### src/phv_pkg.sv
// Shared types, codes and constants of the pattern header validator.
package phv_pkg;

  // Header layout
  localparam int HEADER_BYTES       = 17;
  localparam int FRAME_PREFIX_BYTES = 4;
  localparam int FRAME_CRC_BYTES    = 2;
  localparam int IDX_W              = $clog2(HEADER_BYTES + 1);

  localparam logic [IDX_W-1:0] IDX_MAGIC_0   = IDX_W'(0);
  localparam logic [IDX_W-1:0] IDX_MAGIC_1   = IDX_W'(1);
  localparam logic [IDX_W-1:0] IDX_MAGIC_2   = IDX_W'(2);
  localparam logic [IDX_W-1:0] IDX_MAGIC_3   = IDX_W'(3);
  localparam logic [IDX_W-1:0] IDX_VERSION   = IDX_W'(4);
  localparam logic [IDX_W-1:0] IDX_FRAMES_LO = IDX_W'(6);
  localparam logic [IDX_W-1:0] IDX_FRAMES_HI = IDX_W'(7);
  localparam logic [IDX_W-1:0] IDX_ROWS      = IDX_W'(8);
  localparam logic [IDX_W-1:0] IDX_COLS      = IDX_W'(9);
  localparam logic [IDX_W-1:0] IDX_GRAY      = IDX_W'(10);
  localparam logic [IDX_W-1:0] IDX_MASK_FIRST = IDX_W'(11);
  localparam logic [IDX_W-1:0] IDX_CRC_BYTE  = IDX_W'(HEADER_BYTES - 1);
  localparam logic [IDX_W-1:0] IDX_DONE      = IDX_W'(HEADER_BYTES);

  // Magic bytes
  localparam logic [7:0] MAGIC_0 = 8'h47;
  localparam logic [7:0] MAGIC_1 = 8'h36;
  localparam logic [7:0] MAGIC_2 = 8'h50;
  localparam logic [7:0] MAGIC_3 = 8'h54;

  // CRC-8, poly 0x2F, init and final xor 0xFF
  localparam logic [7:0] CRC_POLY = 8'h2F;
  localparam logic [7:0] CRC_INIT = 8'hFF;
  localparam logic [7:0] CRC_XOR  = 8'hFF;

  // Grayscale codes
  localparam logic [7:0] GRAY_TWO_LEVEL     = 8'd1;
  localparam logic [7:0] GRAY_SIXTEEN_LEVEL = 8'd2;

  // Verdict codes
  localparam logic [1:0] STATUS_OK      = 2'd0;
  localparam logic [1:0] STATUS_HDR_BAD = 2'd1;
  localparam logic [1:0] STATUS_GEO_BAD = 2'd2;

  // Configuration register indexes
  localparam int CFG_IDX_W   = 3;
  localparam int CFG_DATA_W  = 10;
  localparam logic [CFG_IDX_W-1:0] REG_FORMAT_VERSION = 3'd0;
  localparam logic [CFG_IDX_W-1:0] REG_EXPECTED_ROWS  = 3'd1;
  localparam logic [CFG_IDX_W-1:0] REG_EXPECTED_COLS  = 3'd2;
  localparam logic [CFG_IDX_W-1:0] REG_MAX_PANELS     = 3'd3;
  localparam logic [CFG_IDX_W-1:0] REG_BLOCK_TWO      = 3'd4;
  localparam logic [CFG_IDX_W-1:0] REG_BLOCK_SIXTEEN  = 3'd5;

  // Shift-add multiplier geometry
  localparam int MUL_W   = 10;
  localparam int PROD_W  = 2 * MUL_W;
  localparam int PANEL_W = 16;
  localparam int MASK_W  = 6;
  localparam int FRAME_BYTES_W = 21;

  // Per-byte request to the bit-serial byte unit
  typedef struct packed {
    logic go;
    logic crc_restart;
    logic crc_en;
    logic mask_clear;
    logic mask_en;
  } byte_ctl_t;

endpackage

### src/phv_byte_unit.sv
// Bit-serial CRC-8 and panel-mask popcount, one bit of the header byte per cycle.
module phv_byte_unit (
  input  logic                       clk,
  input  logic                       rst,
  input  phv_pkg::byte_ctl_t         ctl,
  input  logic [7:0]                 data,
  output logic [7:0]                 crc,
  output logic [phv_pkg::MASK_W-1:0] mask_ones,
  output logic                       busy,
  output logic                       done
);
  import phv_pkg::*;

  logic [2:0] bit_cnt;
  logic [7:0] shift;
  logic       crc_en_q;
  logic       mask_en_q;
  logic [7:0] crc_base;

  assign crc_base = ctl.crc_restart ? CRC_INIT : crc;

  // Load on a new byte, then shift out its bits one per cycle
  always_ff @(posedge clk) begin
    if (rst) begin
      busy      <= 1'b0;
      done      <= 1'b0;
      crc       <= CRC_INIT;
      mask_ones <= '0;
      bit_cnt   <= '0;
    end else begin
      done <= !ctl.go && busy && (bit_cnt == 3'd7);
      if (ctl.go) begin
        busy      <= 1'b1;
        bit_cnt   <= '0;
        crc_en_q  <= ctl.crc_en;
        mask_en_q <= ctl.mask_en;
        shift     <= data;
        crc       <= ctl.crc_en ? (crc_base ^ data) : crc_base;
        if (ctl.mask_clear) begin
          mask_ones <= '0;
        end
      end else if (busy) begin
        if (crc_en_q) begin
          crc <= crc[7] ? ({crc[6:0], 1'b0} ^ CRC_POLY) : {crc[6:0], 1'b0};
        end
        if (mask_en_q) begin
          mask_ones <= mask_ones + MASK_W'(shift[0]);
        end
        shift   <= {1'b0, shift[7:1]};
        bit_cnt <= bit_cnt + 3'd1;
        if (bit_cnt == 3'd7) begin
          busy <= 1'b0;
        end
      end
    end
  end

  // A new byte never arrives while the unit is shifting
  assert property (@(posedge clk) disable iff (rst) ctl.go |-> !busy)
    else $error("byte unit restarted while busy");
  assert property (@(posedge clk) disable iff (rst) done |-> !busy && $past(busy))
    else $error("byte unit done without a shift pass");
  assert property (@(posedge clk) disable iff (rst) ctl.go |=> busy)
    else $error("byte unit did not start");

endmodule

### src/phv_shift_mul.sv
// Iterative shift-add multiplier, one multiplier bit per cycle.
module phv_shift_mul (
  input  logic                       clk,
  input  logic                       rst,
  input  logic                       go,
  input  logic [phv_pkg::MUL_W-1:0]  a,
  input  logic [phv_pkg::MUL_W-1:0]  b,
  output logic [phv_pkg::PROD_W-1:0] product,
  output logic                       busy,
  output logic                       done
);
  import phv_pkg::*;

  localparam int CNT_W = $clog2(MUL_W);

  logic [PROD_W-1:0] ma;
  logic [MUL_W-1:0]  mb;
  logic [CNT_W-1:0]  cnt;

  // Add the shifted multiplicand for each set multiplier bit
  always_ff @(posedge clk) begin
    if (rst) begin
      busy <= 1'b0;
      done <= 1'b0;
      cnt  <= '0;
    end else begin
      done <= !go && busy && (cnt == CNT_W'(MUL_W - 1));
      if (go) begin
        busy    <= 1'b1;
        cnt     <= '0;
        ma      <= PROD_W'(a);
        mb      <= b;
        product <= '0;
      end else if (busy) begin
        if (mb[0]) begin
          product <= product + ma;
        end
        ma  <= {ma[PROD_W-2:0], 1'b0};
        mb  <= {1'b0, mb[MUL_W-1:1]};
        cnt <= cnt + CNT_W'(1);
        if (cnt == CNT_W'(MUL_W - 1)) begin
          busy <= 1'b0;
        end
      end
    end
  end

  assert property (@(posedge clk) disable iff (rst) go |-> !busy)
    else $error("multiplier restarted while busy");
  assert property (@(posedge clk) disable iff (rst) done |-> !busy && $past(busy))
    else $error("multiplier done without a pass");
  assert property (@(posedge clk) disable iff (rst) go |=> busy)
    else $error("multiplier did not start");

endmodule

### src/pattern_header_validator_top.sv
// Pattern header validator: byte sequencer, field capture, checks and verdict register.
//
//  channel | direction | handshake              | payload
//  --------+-----------+------------------------+----------------------------------------
//  in      | input     | in_valid / in_ready    | start_of_header, header_byte
//  out     | output    | out_valid / out_ready  | status, num_frames .. frame_bytes
//  cfg     | input     | cfg_we (no wait)       | cfg_index, cfg_data
//
// Each header byte is accepted, then shifted through the bit-serial CRC/popcount unit.
// A byte arriving after the verdict without a start mark is accepted and dropped.
// The last header byte adds two passes of the shared shift-add multiplier
// (a load, then one shift per multiplier bit; rows*cols, then panels*block) and a load
// of the verdict register.
// The verdict waits while out_ready is low and the previous verdict is still held.
// rst is synchronous; after it the first byte counts as header byte 0.
module pattern_header_validator_top (
  input  logic                               clk,
  input  logic                               rst,
  input  logic                               in_valid,
  output logic                               in_ready,
  input  logic                               start_of_header,
  input  logic [7:0]                         header_byte,
  output logic                               out_valid,
  input  logic                               out_ready,
  output logic [1:0]                         status,
  output logic [15:0]                        num_frames,
  output logic [7:0]                         panel_rows,
  output logic [7:0]                         panel_cols,
  output logic [1:0]                         gray_code,
  output logic [9:0]                         panel_block_bytes,
  output logic [9:0]                         panel_total,
  output logic [phv_pkg::FRAME_BYTES_W-1:0]  frame_bytes,
  input  logic                               cfg_we,
  input  logic [phv_pkg::CFG_IDX_W-1:0]      cfg_index,
  input  logic [phv_pkg::CFG_DATA_W-1:0]     cfg_data
);
  import phv_pkg::*;

  localparam logic [2:0] S_IDLE  = 3'd0;
  localparam logic [2:0] S_BITS  = 3'd1;
  localparam logic [2:0] S_MUL_P = 3'd2;
  localparam logic [2:0] S_MUL_F = 3'd3;
  localparam logic [2:0] S_OUT   = 3'd4;

  logic [2:0]       state;
  logic [IDX_W-1:0] byte_index;
  logic [IDX_W-1:0] cur_idx;
  logic [7:0]       last_byte;
  logic             early_fail;
  logic [15:0]      frames_held;
  logic [7:0]       rows_held;
  logic [7:0]       cols_held;
  logic [7:0]       gray_held;
  logic [PANEL_W-1:0] panels;

  logic [3:0] format_version;
  logic [7:0] expected_rows;
  logic [7:0] expected_cols;
  logic [9:0] max_panels;
  logic [9:0] block_bytes_two_level;
  logic [9:0] block_bytes_sixteen_level;

  logic [IDX_W-1:0]  idx_eff;
  logic              take;
  logic              fail_now;
  byte_ctl_t         bctl;
  logic [7:0]        crc;
  logic [MASK_W-1:0] mask_ones;
  logic              byte_busy;
  logic              byte_done;
  logic              mul_go;
  logic [MUL_W-1:0]  mul_a;
  logic [MUL_W-1:0]  mul_b;
  logic [PROD_W-1:0] product;
  logic              mul_busy;
  logic              mul_done;
  logic [9:0]        block_sel;
  logic              hdr_bad;
  logic              geo_bad;
  logic              out_free;

  // Configuration writes
  always_ff @(posedge clk) begin
    if (rst) begin
      format_version            <= 4'd1;
      expected_rows             <= 8'd2;
      expected_cols             <= 8'd10;
      max_panels                <= 10'd40;
      block_bytes_two_level     <= 10'd53;
      block_bytes_sixteen_level <= 10'd203;
    end else if (cfg_we) begin
      case (cfg_index)
        REG_FORMAT_VERSION: format_version            <= cfg_data[3:0];
        REG_EXPECTED_ROWS:  expected_rows             <= cfg_data[7:0];
        REG_EXPECTED_COLS:  expected_cols             <= cfg_data[7:0];
        REG_MAX_PANELS:     max_panels                <= cfg_data;
        REG_BLOCK_TWO:      block_bytes_two_level     <= cfg_data;
        REG_BLOCK_SIXTEEN:  block_bytes_sixteen_level <= cfg_data;
        default: ;
      endcase
    end
  end

  // Decode the incoming request
  assign in_ready = (state == S_IDLE);
  assign idx_eff  = start_of_header ? '0 : byte_index;
  assign take     = in_valid && in_ready && (idx_eff < IDX_DONE);

  always_comb begin
    case (idx_eff)
      IDX_MAGIC_0: fail_now = (header_byte != MAGIC_0);
      IDX_MAGIC_1: fail_now = (header_byte != MAGIC_1);
      IDX_MAGIC_2: fail_now = (header_byte != MAGIC_2);
      IDX_MAGIC_3: fail_now = (header_byte != MAGIC_3);
      IDX_VERSION: fail_now = (header_byte[7:4] != format_version);
      default:     fail_now = 1'b0;
    endcase
  end

  always_comb begin
    bctl.go          = take;
    bctl.crc_restart = start_of_header;
    bctl.crc_en      = (idx_eff < IDX_CRC_BYTE);
    bctl.mask_clear  = (idx_eff == IDX_MASK_FIRST);
    bctl.mask_en     = (idx_eff >= IDX_MASK_FIRST);
  end

  phv_byte_unit u_byte (
    .clk       (clk),
    .rst       (rst),
    .ctl       (bctl),
    .data      (header_byte),
    .crc       (crc),
    .mask_ones (mask_ones),
    .busy      (byte_busy),
    .done      (byte_done)
  );

  // Shared multiplier: rows*cols first, then panels*block
  assign block_sel = (gray_held == GRAY_TWO_LEVEL) ? block_bytes_two_level
                                                   : block_bytes_sixteen_level;
  assign mul_go = (state == S_BITS && byte_done && cur_idx == IDX_CRC_BYTE) ||
                  (state == S_MUL_P && mul_done);
  assign mul_a  = (state == S_BITS) ? MUL_W'(rows_held) : product[MUL_W-1:0];
  assign mul_b  = (state == S_BITS) ? MUL_W'(cols_held) : block_sel;

  phv_shift_mul u_mul (
    .clk     (clk),
    .rst     (rst),
    .go      (mul_go),
    .a       (mul_a),
    .b       (mul_b),
    .product (product),
    .busy    (mul_busy),
    .done    (mul_done)
  );

  // Verdict checks, header rules ahead of geometry rules
  assign hdr_bad = early_fail || ((crc ^ CRC_XOR) != last_byte) || (frames_held == 16'd0) ||
                   !((gray_held == GRAY_TWO_LEVEL) || (gray_held == GRAY_SIXTEEN_LEVEL));
  assign geo_bad = (panels == '0) || (panels > PANEL_W'(max_panels)) ||
                   (PANEL_W'(mask_ones) > panels) ||
                   (rows_held != expected_rows) || (cols_held != expected_cols);
  assign out_free = !out_valid || out_ready;

  // Sequencer and field capture
  always_ff @(posedge clk) begin
    if (rst) begin
      state       <= S_IDLE;
      byte_index  <= '0;
      early_fail  <= 1'b0;
      frames_held <= '0;
      rows_held   <= '0;
      cols_held   <= '0;
      gray_held   <= '0;
      cur_idx     <= '0;
    end else begin
      case (state)
        S_IDLE: begin
          if (take) begin
            state      <= S_BITS;
            cur_idx    <= idx_eff;
            last_byte  <= header_byte;
            byte_index <= idx_eff + IDX_W'(1);
            early_fail <= (early_fail && !start_of_header) || fail_now;
            case (idx_eff)
              IDX_FRAMES_LO: frames_held <= {8'd0, header_byte};
              IDX_FRAMES_HI: frames_held <= {header_byte, frames_held[7:0]};
              IDX_ROWS:      rows_held   <= header_byte;
              IDX_COLS:      cols_held   <= header_byte;
              IDX_GRAY:      gray_held   <= header_byte;
              default: ;
            endcase
          end
        end
        S_BITS: begin
          if (byte_done) begin
            state <= (cur_idx == IDX_CRC_BYTE) ? S_MUL_P : S_IDLE;
          end
        end
        S_MUL_P: begin
          if (mul_done) begin
            panels <= product[PANEL_W-1:0];
            state  <= S_MUL_F;
          end
        end
        S_MUL_F: begin
          if (mul_done) begin
            state <= S_OUT;
          end
        end
        S_OUT: begin
          if (out_free) begin
            state <= S_IDLE;
          end
        end
        default: state <= S_IDLE;
      endcase
    end
  end

  // Verdict register: hold until taken, zero the data fields on failure
  always_ff @(posedge clk) begin
    if (rst) begin
      out_valid <= 1'b0;
    end else if (state == S_OUT && out_free) begin
      out_valid <= 1'b1;
      if (hdr_bad || geo_bad) begin
        status            <= hdr_bad ? STATUS_HDR_BAD : STATUS_GEO_BAD;
        num_frames        <= '0;
        panel_rows        <= '0;
        panel_cols        <= '0;
        gray_code         <= '0;
        panel_block_bytes <= '0;
        panel_total       <= '0;
        frame_bytes       <= '0;
      end else begin
        status            <= STATUS_OK;
        num_frames        <= frames_held;
        panel_rows        <= rows_held;
        panel_cols        <= cols_held;
        gray_code         <= gray_held[1:0];
        panel_block_bytes <= block_sel;
        panel_total       <= panels[9:0];
        frame_bytes       <= FRAME_BYTES_W'(product) +
                             FRAME_BYTES_W'(FRAME_PREFIX_BYTES + FRAME_CRC_BYTES);
      end
    end else if (out_ready) begin
      out_valid <= 1'b0;
    end
  end

  assert property (@(posedge clk) disable iff (rst)
      out_valid && status == STATUS_OK |->
      (16'(panel_rows) * 16'(panel_cols)) == {6'd0, panel_total})
    else $error("panel total disagrees with geometry");
  assert property (@(posedge clk) disable iff (rst)
      out_valid && status != STATUS_OK |-> frame_bytes == '0 && num_frames == '0)
    else $error("data fields not cleared on failure");
  assert property (@(posedge clk) disable iff (rst) byte_index <= IDX_DONE)
    else $error("byte counter ran past the header");
  assert property (@(posedge clk) disable iff (rst) in_ready |-> !byte_busy && !mul_busy)
    else $error("ready while a shared unit is working");

endmodule

### config.mk
export PLATFORM = sky130hd
export DESIGN_NAME = pattern_header_validator_top
export DESIGN_NICKNAME = d
export VERILOG_FILES = /design/src/phv_pkg.sv /design/src/phv_byte_unit.sv /design/src/phv_shift_mul.sv /design/src/pattern_header_validator_top.sv
export SDC_FILE = /design/constraint.sdc
export NUM_CORES = 1
export LEC_CHECK = 0
export BUFFER_PORTS_ARGS = -buffer_cell sky130_fd_sc_hd__buf_4
export CORE_MARGIN = 5
export CORE_UTILIZATION = 45
export DETAILED_ROUTE_END_ITERATION = 10
export GPL_TIMING_DRIVEN = 0
export PLACE_DENSITY = 0.64
export REMOVE_ABC_BUFFERS = 1
export SETUP_SLACK_MARGIN = 0.3
export SLEW_MARGIN = 20
export SYNTH_ARGS = -nofsm -noshare
export SYNTH_HDL_FRONTEND = slang
export SYNTH_SLANG_ARGS = --single-unit
### constraint.sdc
create_clock -name clk -period 8.45 [get_ports clk]
set_clock_uncertainty 0.1 [all_clocks]
set_input_delay 0.845 -clock clk [delete_from_list [all_inputs] [get_ports clk]]
set_output_delay 0.845 -clock clk [all_outputs]
set_load 0.005 [all_outputs]
# ---- Word-level counts from Yosys, hierarchy flattened
# Index checks and enable logic that the tools add are counted.
dict set report word_totals {
  in_bits 27
  reg_bits 291
}
dict set report op_classes {
  addsub 6
  order_cmp 5
  eq_ne 38
  mux 40
  n_reduce_logical 64
  n_bitwise 5
}
# operator n
set ops {}
lappend ops {{10-bit two-way mux} 6}
lappend ops {{20-bit two-way mux} 3}
lappend ops {{8-bit two-way mux} 7}
lappend ops {{16-bit zero test} 2}
lappend ops {{16-bit case mux with 2 select lines} 1}
lappend ops {{6-bit two-way mux} 5}
lappend ops {{8-bit by 7-bit != test with 1-bit output, second input constant} 3}
lappend ops {{8-bit != test} 3}
lappend ops {{2-bit AND reduction} 12}
lappend ops {{3-bit AND reduction} 8}
lappend ops {{20-bit by 3-bit adder with 21-bit output, second input constant} 1}
lappend ops {{20-bit adder} 1}
lappend ops {{5-bit by 4-bit == test with 1-bit output, second input constant} 4}
lappend ops {{16-bit by 10-bit greater-than comparator with 1-bit output} 1}
lappend ops {{6-bit by 16-bit greater-than comparator with 1-bit output} 1}
lappend ops {{5-bit by 3-bit == test with 1-bit output, second input constant} 3}
lappend ops {{3-bit two-way mux} 5}
lappend ops {{3-bit case mux with 5 select lines} 1}
lappend ops {{2-bit nonzero test} 7}
lappend ops {{3-bit by 2-bit == test with 1-bit output, second input constant} 4}
lappend ops {{3-bit == test, second input constant} 4}
lappend ops {{1-bit logical OR} 12}
lappend ops {{1-bit logical AND} 11}
lappend ops {{5-bit by 2-bit == test with 1-bit output, second input constant} 2}
lappend ops {{30 further kinds} 51}

# ---- Depth between registers and ports, before layout
dict set report depth {
  ltp_word 7
  ltp_mapped 10
  ltp_nobuf 9
}

# ---- Cells and area by module
# From an unflattened synthesis, not the netlist that was laid out.
dict set report hier_totals {
  hier_cells 1341
  hier_area_um2 14067.2
}
# module cells_per_inst instances seq_area_each_um2 area_each_um2
set modules_own_cells {}
lappend modules_own_cells {pattern_header_validator_top 932 1 5134.9 9399.0}
lappend modules_own_cells {phv_shift_mul 268 1 1621.6 3159.3}
lappend modules_own_cells {phv_byte_unit 141 1 680.7 1508.9}

# ---- Least setup slack after synthesis
# Ideal clock, no wire load.
dict set report synth_timing {
  kind {input to register}
  from {in rst}
  to {reg frame_bytes[0] in the netlist's numbering, enable pin}
  cell_stages 3
  slack_ns 1.270
  setup_ns 0.607
  t_arrival_ns 6.472
  n_path_buf 2
  cell_sequence {clkbuf_1 -> clkbuf_1 -> nor3_1}
}
dict set report synth_via {
  elab_chain_cells 2
}
# element line
set synth_rtl {}
lappend synth_rtl {{from (decl)} pattern_header_validator_top.sv:18} ;# input logic rst,
lappend synth_rtl {{1-bit inverter (no line)} n/a}
lappend synth_rtl {{2-bit AND reduction (no line)} n/a}
lappend synth_rtl {{to (signal assigned)} pattern_header_validator_top.sv:245} ;# frame_bytes <= FRAME_BYTES_W'(product) +
lappend synth_rtl {{to (decl)} pattern_header_validator_top.sv:32} ;# output logic [phv_pkg::FRAME_BYTES_W-1:0] frame_bytes,
# No other way between the ends.
# A chain may end at the register's enable or synchronous reset.

# ---- Worst setup path in the final report
dict set report layout_timing {
  from {reg state[0]}
  to {reg u_mul.product[3] in the netlist's numbering, enable pin}
}
dict set report layout_via {
  elab_chain_cells 6
  word_cells_on_any_way 9
  classes_between {eq/ne: 2; reduce/logical: 7}
}
# element line
set layout_rtl {}
lappend layout_rtl {{from (decl)} pattern_header_validator_top.sv:45} ;# logic [2:0] state;
lappend layout_rtl {{from (signal assigned)} pattern_header_validator_top.sv:198} ;# state <= (cur_idx == IDX_CRC_BYTE) ? S_MUL_P : S_IDLE;
lappend layout_rtl {{3-bit by 1-bit == test with 1-bit output} pattern_header_validator_top.sv:142} ;# assign mul_go = (state == S_BITS && byte_done && cur_idx == IDX_CRC_BYTE) ||
lappend layout_rtl {{1-bit logical AND (2 in series)} pattern_header_validator_top.sv:142}
lappend layout_rtl {{1-bit logical OR *} pattern_header_validator_top.sv:142}
lappend layout_rtl {{2-bit nonzero test (no line)} n/a}
lappend layout_rtl {{3-bit AND reduction (no line) *} n/a}
lappend layout_rtl {{to (signal assigned)} phv_shift_mul.sv:36} ;# product <= product + ma;
lappend layout_rtl {{to (decl)} phv_shift_mul.sv:8} ;# output logic [phv_pkg::PROD_W-1:0] product,
# Every way passes the cells marked *; elsewhere a longest branch is shown, timed or not.

==> results.py <==
metrics = {
    "min_path": {
        "hold_end": "block_bytes_sixteen_level[5]$_SDFFE_PP0P_",
        "whs_path_depth": 2,
        "min_from": "block_bytes_sixteen_level[5]$_SDFFE_PP0P_",
        "hold_class": "reg -> reg",
    },
    "power_and_ir_drop": {
        "ir_drop_mv": 0.164,
        "pwr-share-clk_pct": 45.5,
        "swShare_pct": 21.7,
        "combPwrFrac_pct": 4.1,
        "powerDensity_nw_per_um2": 190,
        "p_int_mw": 2.35,
        "switching_power_uw": 653,
        "leakage_nw": 6.05,
        "pwr-share-seq_pct": 50.4,
        "p_total_mw": 3.00,
    },
    "yosys": {
        "synth_top_family_by_area": "simple AND/OR/NAND/NOR gates",
        "synth_cells": 1288,
        "synth_compound_area_share_pct": 9.51,
        "ys_warn_count": 0,
        "yosys.area_share.adder_pct": 4.02,
        "synth_edf_count": 161,
        "syn_area_sq_um": 13600,
        "synth.area.mux_share_pct": 5.02,
        "synth-xor-area-share_pct": 4.26,
        "synth_cell_type_count": 66,
        "ys_seq_area_share_pct": 54.8,
        "synth-simple-area-share_pct": 19.3,
        "synth_top_flop_cell": "edfxtp_1",
        "ys_seq_elements": 291,
        "synth.avg_cell_area_sq_um": 10.5,
        "synthArstFlopShare_pct": 0,
    },
    "clock_tree": {
        "cts.sinks": 291,
        "cts_resized": 0,
        "clkLatencyLatePin_ns": 0.56,
        "cts_root_buf": "clkbuf_16",
        "cts_max_level": 1,
        "cts_hold_buf": 0,
        "numCtsBuffers": 31,
        "clk_pin_slew_worst_paths_ns": 0.06,
        "cts_tree": "built",
        "cts_setup_buffers": 0,
        "clk_path_buf_depth": 3,
    },
    "worst_setup_path": {
        "reg2reg_depth": 7,
        "timing.critical_path.buf_inv": 1,
        "reg2reg_to": "u_mul.product[3]$_SDFFCE_PN0P_",
        "cpPeakStageDelay_ns": 0.89,
        "worst_ep_arrival_time_ns": 4.01,
        "crit_fanout": 28,
        "crit_type": "reg -> reg",
        "worstPathRequired_ns": 8.52,
        "regToRegSetupSlack_ns": 4.51,
        "end_kind": "flip-flop",
        "startpoint_type": "flip-flop",
        "cp_cell_sequence": "nor3b_4, nand4_1, nand2_2, buf_12, nor2_1, nor2_4, o21a_1",
        "cp_top_family": "simple AND/OR/NAND/NOR gates",
        "critPathSlowestCell": "o21a_1",
        "reg2reg_from": "state[0]$_SDFFE_PP0P_",
    },
    "floorplan": {
        "dieArea_sq_um": 33700,
        "die_h_um": 184,
        "core-area_sq_um": 29700,
        "row_count": 63,
        "die_w_um": 184,
        "initial_core_util_pct": 45.6,
        "pin_count": 106,
    },
    "sta": {
        "worst_slack_ns": 4.51,
        "rsz0062_at_grt": "no",
        "tightest_slew_ns": 1.02,
        "slew_violations": 0,
        "final.period_utilization_pct": 46.6,
        "setup_viol": 0,
        "min_period_ns": 3.94,
        "fmax_ghz": 0.254,
        "hold_viol_final": 0,
        "max_slew_margin_pct": 31.9,
    },
    "route": {
        "dr.pass1.iters": 7,
        "wl_per_cell_um": 17.8,
        "drt_iter0_drc": 762,
        "viasPerCell": 5.36,
        "ant_nets": 0,
        "finalWirelength_mm": 31.7,
        "vias": 9560,
        "remaining_drc_errors": 0,
    },
    "run": {
        "max-cap-violations": 0,
    },
    "grt": {
        "grt_pass1_wl_mm": 50.8,
        "grt_start_max_net_pins": 126,
        "top_usage_layer": "met2",
        "first_global_vias": 9341,
        "grtUsageMet3_pct": 2.79,
        "grtUsageTotal_pct": 18.6,
        "met2_usage_pct": 30.0,
        "antenna_found_initial": 0,
        "met1_usage_pct": 26.7,
        "grt_remaining_overflow": 0,
    },
    "run_status": {
        "status": "finished, final reports clean",
    },
    "place": {
        "io_buffers": 105,
        "dp.cells": 1727,
        "dp_hpwl_mm": 21.8,
        "post-place-ws_ns": 4.46,
        "gp_congestion": 0.864,
    },
    "cells_and_area": {
        "stdcell_count": 1785,
        "layout-drive-gt1-share_pct": 14.3,
        "area_delta_synth_final_pct": 16.5,
        "fin_nets": 1440,
        "diodes": 0,
    },
}
==> worst reg2reg max path, stage by stage (launching register included) <==
cell,delay (ns)
dfxtp_1,0.49
nor3b_4,0.71
nand4_1,0.20
nand2_2,0.31
buf_12,0.24
nor2_1,0.10
nor2_4,0.50
o21a_1,0.90
==> cells by family (layout without fill, tap and decap cells) <==
family	after synthesis	in the layout
compound gates	195	195
xor+xnor	66	66
fa+ha+maj	43	43
buf+inv	97	204
flops	291	291
mux	67	67
simple gates	529	529
==> registers in the layout, summed over array words and instances (netlist names), 16 cells and up <==
register / count
frame_bytes: 21
frames_held: 16
num_frames: 16
panels: 16
u_mul.ma: 20
u_mul.product: 20
==> layout make-up <==
class	count	area, sq um
clock buffer	36	805
clock inverter	22	230
fill	2696	13900
inverter	28	105
multi-input combinational	900	5760
sequential	291	7440
tap	390	488
timing repair buffer	118	973
==> power by group through the flow <==
stage	combinational, mW	clock [mW]	sequential, mW
after global placement	0.118	0	1.54
after global routing	0.137	1.46	1.52
after CTS	0.123	1.40	1.51
after floorplan	0.0684	0	1.54
final	0.123	1.37	1.51
after detailed placement	0.122	0	1.54
==> layout by cell type, fill, tap and decap left out, drive strengths merged, types with 26 or more instances in the layout <==
| master | count |
|---|---|
| xnor2 | 26 |
| nand2 | 160 |
| nand3 | 27 |
| clkbuf | 36 |
| dfxtp | 130 |
| a21oi | 63 |
| mux2i | 59 |
| xor2 | 40 |
| edfxtp | 161 |
| inv | 29 |
| nor2b | 26 |
| and2 | 60 |
| nor2 | 134 |
| buf | 118 |
| ha | 42 |
| nor3 | 28 |
| o21ai | 42 |
==> per-stage QoR <==
stage,setup TNS (ns),hold slack (ns),utilization (%),area [sq um]
final,0,0.355,53.1,15800
after global routing,0,0.367,53.1,15800
after CTS,0,0.357,53.1,15800
after detailed placement,0,0.348,49.7,14800
after global placement,-136.90,0.340,48.9,14500
after floorplan,0,0.325,-,13200
==> worst max path at each step <==
stage                                startpoint                                  to  slack (ns)  depth (start not counted)
final                     state[0]$_SDFFE_PP0P_      u_mul.product[3]$_SDFFCE_PN0P_        4.51                          7
after global placement                      rst  panel_block_bytes[7]$_SDFFCE_PP0P_       -1.79                          2
after CTS                 state[0]$_SDFFE_PP0P_      u_mul.product[0]$_SDFFCE_PN0P_        4.40                          7
after detailed placement  state[0]$_SDFFE_PP0P_     u_mul.product[15]$_SDFFCE_PN0P_        4.46                          7
after global routing      state[0]$_SDFFE_PP0P_      u_mul.product[0]$_SDFFCE_PN0P_        4.22                          7
after floorplan                             rst        frame_bytes[0]$_SDFFCE_PP0P_        1.55                          1
==> layer usage <==
layer	vias to the layer above	wire length, um
met5	-	0
met1	4571	14700
li1	4725	-
met3	37	1700
met2	227	14800
met4	0	453
==> synthesized netlist by cell type (3+ instances only) <==
cell | instances | area [sq um]
a22o_1 | 10 | 87.6
or3_1 | 3 | 18.8
nor2_1 | 132 | 495
buf_4 | 4 | 30.0
o311a_1 | 4 | 40.0
nand3_1 | 27 | 135
nand4b_1 | 3 | 26.3
a211o_1 | 11 | 96.3
mux2i_1 | 59 | 591
nand4_1 | 16 | 100
ha_1 | 42 | 526
nand2_1 | 160 | 601
a21oi_1 | 63 | 315
dfxtp_1 | 130 | 2600
xor2_1 | 40 | 350
and2_1 | 60 | 375
edfxtp_1 | 161 | 4830
nor2b_1 | 26 | 163
o211ai_2 | 3 | 37.5
buf_6 | 3 | 33.8
nor3_1 | 27 | 135
a211oi_1 | 8 | 60.1
a21o_1 | 14 | 105
buf_2 | 12 | 60.1
and3_1 | 14 | 87.6
a31oi_1 | 6 | 37.5
mux2_2 | 8 | 90.1
nand2b_1 | 10 | 62.6
xnor2_1 | 26 | 228
inv_1 | 28 | 105
nand3b_1 | 20 | 150
o21ai_0 | 42 | 210
o21a_1 | 10 | 75.1
clkbuf_1 | 49 | 184
a311o_1 | 3 | 30.0
nor4_1 | 15 | 93.8
a22oi_1 | 5 | 37.5
No activity file was read; power rests on OpenSTA's default activity.
